File: src/hw/rtl/slc_pkg.sv
`timescale 1ns / 1ps
// ----------------------------------------------------------------------------
// slc_pkg
// Shared types and constants of the streaming leader clusterer.
// ----------------------------------------------------------------------------
package slc_pkg;

  localparam int DEF_SLOTS      = 64;
  localparam int DEF_MAX_REPORT = 8;
  localparam int DEF_COORD_BITS = 24;

  localparam int RAD_W   = 23;
  localparam int CNT_W   = 16;
  localparam int ALPHA_W = 17;
  localparam int LIM_W   = 4;
  localparam int KIND_W  = 2;
  localparam int TYPE_W  = 2;
  localparam int OSLOT_W = 6;
  localparam int CIDX_W  = 2;
  localparam int CFG_W   = 23;

  localparam logic [ALPHA_W-1:0] ALPHA_ONE = 17'd65536;
  localparam logic [CNT_W-1:0]   CNT_MAX   = 16'hFFFF;

  localparam logic [RAD_W-1:0]   RADIUS_RST = 23'd32768;
  localparam logic [CNT_W-1:0]   MINM_RST   = 16'd5;
  localparam logic [ALPHA_W-1:0] ALPHA_RST  = 17'd655;
  localparam logic [LIM_W-1:0]   LIMIT_RST  = 4'd4;

  localparam logic [CIDX_W-1:0] REG_RADIUS = 2'd0;
  localparam logic [CIDX_W-1:0] REG_MINM   = 2'd1;
  localparam logic [CIDX_W-1:0] REG_ALPHA  = 2'd2;
  localparam logic [CIDX_W-1:0] REG_LIMIT  = 2'd3;

  localparam logic [KIND_W-1:0] KIND_POINT  = 2'd0;
  localparam logic [KIND_W-1:0] KIND_REPORT = 2'd1;
  localparam logic [KIND_W-1:0] KIND_CLEAR  = 2'd2;

  localparam logic [TYPE_W-1:0] RES_ACK   = 2'd0;
  localparam logic [TYPE_W-1:0] RES_ENTRY = 2'd1;
  localparam logic [TYPE_W-1:0] RES_EMPTY = 2'd2;

  typedef struct packed {
    logic shift;
    logic start;
    logic report;
    logic first;
  } proc_ctl_t;

endpackage

File: src/hw/rtl/slc_cell.sv
`timescale 1ns / 1ps
// ----------------------------------------------------------------------------
// slc_cell
// One table slot of the ring: holds a cluster record and passes it on.
// ----------------------------------------------------------------------------
module slc_cell #(
  parameter int W = 2 * slc_pkg::DEF_COORD_BITS + slc_pkg::CNT_W + 1
) (
  input  logic         clk,
  input  logic         shift,
  input  logic [W-1:0] rec_in,
  output logic [W-1:0] rec_out
);

  logic [W-1:0] rec_r;
  logic [W-1:0] rec_nxt;

  assign rec_nxt = shift ? rec_in : rec_r;

  always_ff @(posedge clk) begin
    rec_r <= rec_nxt;
  end

  assign rec_out = rec_r;

endmodule

File: config.mk
export PLATFORM = sky130hd
export DESIGN_NAME = slc_cell
export DESIGN_NICKNAME = d
export VERILOG_FILES = /design/src/hw/rtl/slc_pkg.sv /design/src/hw/rtl/slc_cell.sv
export SDC_FILE = /design/constraint.sdc
export NUM_CORES = 1
export LEC_CHECK = 0
export ABC_AREA = 1
export BUFFER_PORTS_ARGS = -buffer_cell sky130_fd_sc_hd__buf_4
export CORE_ASPECT_RATIO = 0.7
export CORE_MARGIN = 2
export CORE_UTILIZATION = 43
export CTS_CLUSTER_SIZE = 16
export DETAILED_ROUTE_END_ITERATION = 12
export GPL_ROUTABILITY_DRIVEN = 0
export PLACE_DENSITY = 0.82
export SLEW_MARGIN = 20
export SYNTH_ARGS = -nofsm -noshare
export SYNTH_HDL_FRONTEND = slang
export SYNTH_SLANG_ARGS = --single-unit
File: constraint.sdc
create_clock -name clk -period 0.8 [get_ports clk]
set_input_delay 0.16 -clock clk [delete_from_list [all_inputs] [get_ports clk]]
set_output_delay 0.16 -clock clk [all_outputs]
set_load 0.005 [all_outputs]
==> run metrics, run 1 <==
Tmin final=1.06 ns; flops & latches, synth=65; top cell type's share of synthesized area=100%; Critical-path top delay cell=edfxtp_1; CORE AREA=4350 µm²; CTS Buffer Depth=2; post-synthesis sequential area ratio=100%; post-CTS setup buffers=0; Avg Vias per Cell=4.74; total grt overflow=0; cell area after synthesis=1950 µm²; Power Internal=6160 µW; P_sw=1560 µW; status=finished, violations left; largest net degree at the start of global routing=37; Hold Path Class=in -> reg; Sequential Power Share=53.9%; Peak Freq=0.942 GHz; CP bufs+invs=1; post-synth cell types=1; Worst path top cell family by delay=flip-flops; Syn-to-layout area delta=90.9%; global-route wire length before repair=7.57 mm; Max Cap Violations=0; clock sink count=65; Setup CP Type=reg -> out; IO Count=132; relative slew slack=87.1%; measured slew at the worst slew-check pin=0.193 ns; syn avg cell area=30.0 µm²; PortBufs=131; area of the multi-input gates=0 µm²; TritonCTS clock tree=yes; final setup fails=65; maximum VDD drop=0.00125 V; register clock-pin slew on the reported worst setup and hold paths=0.07 ns; vias in the first global route=1,528; TNS Setup=-13.21 ns; Root Buffer=clkbuf_8; vias=1,487; H-tree levels=3; combinational share of power=13.2%; Post-route DRC=0; Tcrit/Tclk final=133%; drt pass-1 iters=4; Total GRT Usage=21.4%; n_diodes=0; Multi-input comb cells=0; post-placement worst setup slack=-0.0199 ns; hold path cells=1; Switching Share=20.1%; final core occ=85.6%; Die ar.=5100 µm²; # nets final=321; CP cell instances=buf_6; post-synthesis cell count=65; Final Hold Fails=0; initial antenna violation count=0; post-route ant nets=0; largest cells by area after synthesis=edfxtp_1; Max FO, Critical Path=1; Clk pwr share=32.9%; CTS buffer count=9; Final Max Slew Viols=0; fillers=174; DR WL/cell=20.6 µm; max reg flops=65; placed cell area=3040 µm²; DIE WIDTH=84.5 µm; Yosys top cell by area=edfxtp_1; worst setup margin=-0.261 ns; drt first-iter violations=104; PwrDens=2070 nW/µm²; critical path arrival=0.90 ns; row cnt=20; CP peak stage delay=0.43 ns; proportion of layout cells with a drive suffix above 1=56.0%; synth warn=0; CP Data Required Time=0.64 ns; Levels on crit path=1; failing checks=negative setup slack; CP Capture Type=primary output; post-synth net total=132; Die Span Y=60.4 µm; Leak Pwr=0.00158 µW; Initial Util=44.8%; Worst Setup Start Kind=flip-flop; RSZ-0062 raised after global routing=true; Design Area, Final=3730 µm²; WL final=6.47 mm
## Yosys cell counts
library cell  count
edfxtp_1         65
## placed cells by master, fill, tap and decap left out
cell and instances:
bufinv_16 1, buf_6 14, clkinv_2 2, buf_4 117
edfxtp_1 65, clkinv_1 1, clkbuf_8 9, dlygate4sd3_1 45
clkbuf_1 3, buf_12 2
## power by group through the flow
stage | combinational (µW) | sequential (µW) | clock, µW
global placement | 749 | 4190 | 0
global route | 1070 | 4180 | 2740
floorplan | 0 | 4230 | 0
detailed placement | 772 | 4200 | 0
finish | 1020 | 4160 | 2540
CTS | 882 | 4130 | 2580
## routing by layer
metal,vias to the layer above,track usage (%),share of wire (%)
met3,8,10.7,9.7
met4,0,11.6,1.3
li1,642,-,-
met2,101,38.7,55
met1,736,20.6,33
met5,-,0,0
## metrics by stage
stage / total power [µW] / hold WS, ns / instances
floorplan: 4230 / 0.259 / 65
global placement: 4940 / 0.338 / 253
detailed placement: 4970 / 0.339 / 253
CTS: 7600 / 0.0000270 / 295
global route: 7990 / -0.00245 / 314
finish: 7720 / 0.0183 / 314
## path summary, 6_finish.rpt
path                           to       start
worst max-delay path   rec_out[0]  rec_out[0]
worst min-delay path  rec_out[24]  rec_in[24]
## logic make-up (layout without fill, tap and decap cells)
| logic type | after synthesis | in the layout | share of synthesized area, % |
|---|---|---|---|
| buffers and inverters | 0 | 194 | 0 |
| flip-flops | 65 | 65 | 100 |
## cell type report
class,count,area [µm²],share of cell area (%)
Sequential cell,65,1950,52.4
Clock inverter,4,43.8,1.18
Tap cell,55,68.8,1.85
Timing Repair Buffer,178,1530,41.0
Clock buffer,12,135,3.63
## repair_timing
action / CTS / global route
resized for setup: 4 / 10
setup endpoints to repair: 65 / 65
pin swaps: 0 / 0
endpoints found under the hold margin: 26 / 19
hold buffers: 26 / 19
No activity file was read; power rests on OpenSTA's default activity.
==> inputs of run 2 (changes only) <==
Settings changed: SETUP_SLACK_MARGIN from default to 0.3.
==> run 2 against run 1 <==
Compared with the run above: the flow still finishes with violations (negative setup slack); maximum frequency is 3.8% higher; setup slack better by 0.038 ns; largest power group unchanged; die area stayed put; first-iteration DRC count is 75% lower; worst hold slack worse by 0.0093 ns; largest cell class unchanged; critical path depth stayed put; routed wire length is 34% lower; final cell count is 14% lower.
==> run metrics, run 2 (synthesis gave the netlist of run 1 again) <==
Worst path top cell family by delay=flip-flops; maximum VDD drop=0.00135 V; Multi-input comb cells=0; measured slew at the worst slew-check pin=0.194 ns; largest net degree at the start of global routing=37; H-tree levels=3; vias in the first global route=1,299; PortBufs=131; IO Count=132; DR WL/cell=15.9 µm; global-route wire length before repair=6.15 mm; Max Cap Violations=0; CP Capture Type=primary output; CORE AREA=4350 µm²; # nets final=276; vias=1,199; commonest cells after routing, fill and taps aside=buf_4, edfxtp_1, buf_6; worst setup margin=-0.223 ns; Post-route DRC=0; PwrDens=2270 nW/µm²; n_diodes=0; Setup CP Type=reg -> out; CP peak stage delay=0.41 ns; Tcrit/Tclk final=128%; RSZ-0062 raised after global routing=true; CTS buffer count=9; drt pass-1 iters=4; max reg flops=65; CP Data Required Time=0.64 ns; hold path cells=1; fillers=264; critical path arrival=0.86 ns; clock sink count=65; Die Span Y=60.4 µm; post-placement worst setup slack=-0.0199 ns; worst hold start=rec_in[18]; Peak Freq=0.978 GHz; Total GRT Usage=17.2%; Leak Pwr=0.00140 µW; initial antenna violation count=0; proportion of layout cells with a drive suffix above 1=67.8%; area of the multi-input gates=0 µm²; CP cell instances=buf_6; CTS Buffer Depth=2; TritonCTS clock tree=yes; Levels on crit path=1; status=finished, violations left; DIE WIDTH=84.5 µm; total grt overflow=0; Finished Layout Cells=269; Tmin final=1.02 ns; relative slew slack=87.1%; post-route ant nets=0; Reg area=1950 µm²; Final Hold Fails=0; Hold Path End=rec_out[18]; post-CTS setup buffers=0; register clock-pin slew on the reported worst setup and hold paths=0.07 ns; Die ar.=5100 µm²; row cnt=20; Max FO, Critical Path=1; WL final=4.27 mm; Hold Path Class=in -> reg; Final Max Slew Viols=0; Critical-path top delay cell=edfxtp_1; Initial Util=44.8%; final setup fails=65; Avg Vias per Cell=4.46; Worst Setup Start Kind=flip-flop; Root Buffer=clkbuf_8; failing checks=negative setup slack; Syn-to-layout area delta=68.2%; leading cell type in the layout, fill and taps excluded=buf_4; cell total after placement=253; CP bufs+invs=1; drt first-iter violations=26
run 2: changes by cell type in the layout (fill, tap and decap cells not counted):
cell | previous run | this run
buf_4 | 117 | 115
dlygate4sd3_1 | 45 | 0
buf_6 | 14 | 16
run 2: worst max-delay path by stage:
stage                      startpoint     endpoint  slack [ns]
final                     rec_out[12]  rec_out[12]       -0.22
after global routing      rec_out[57]  rec_out[57]       -0.26
after CTS                 rec_out[57]  rec_out[57]       -0.24
after detailed placement        shift  rec_out[40]       -0.02
after global placement          shift  rec_out[36]       0.005
after floorplan            rec_out[0]   rec_out[0]        0.28
run 2: report_power, final:
group	internal, µW	total, µW	switching, µW
registers	4050	4140	88.6
clock network	1420	2500	1080
logic	549	796	247
run 2: routing by layer:
metal  wire length (µm)  track usage [%]  share of wire (%)  up-vias
li1                   -                -                  -      553
met1               1430             16.9                 34      554
met4                116             8.39                2.7        0
met3                554             11.4                 13       11
met5                  0                0                  0        -
met2               2170             28.7                 51       81
run 2: timing repair:
action                                  in CTS  in global routing
resized for setup                            4                 12
endpoints found under the setup margin      65                 65
endpoints found under the hold margin       26                 32
run 2: metrics by stage:
stage / setup TNS, ns / hold slack [ns] / utilization, % / total power [µW] / cell area (µm²)
floorplan: 0 / 0.259 / - / 4230 / 1950
global placement: 0 / 0.338 / 69.9 / 4940 / 3040
detailed placement: -0.670 / 0.339 / 69.9 / 4970 / 3040
CTS: -13.53 / -0.00411 / 74.4 / 7490 / 3240
global route: -14.83 / -0.0102 / 75.4 / 7740 / 3280
finish: -12.30 / 0.00898 / 75.4 / 7440 / 3280
run 2: cell type report:
cell class	count	area share (%)
clock buffers	12	4.12
clock inverters	4	1.33
flip-flops and latches	65	59.5
well taps	55	2.10
repair buffers	133	33.0
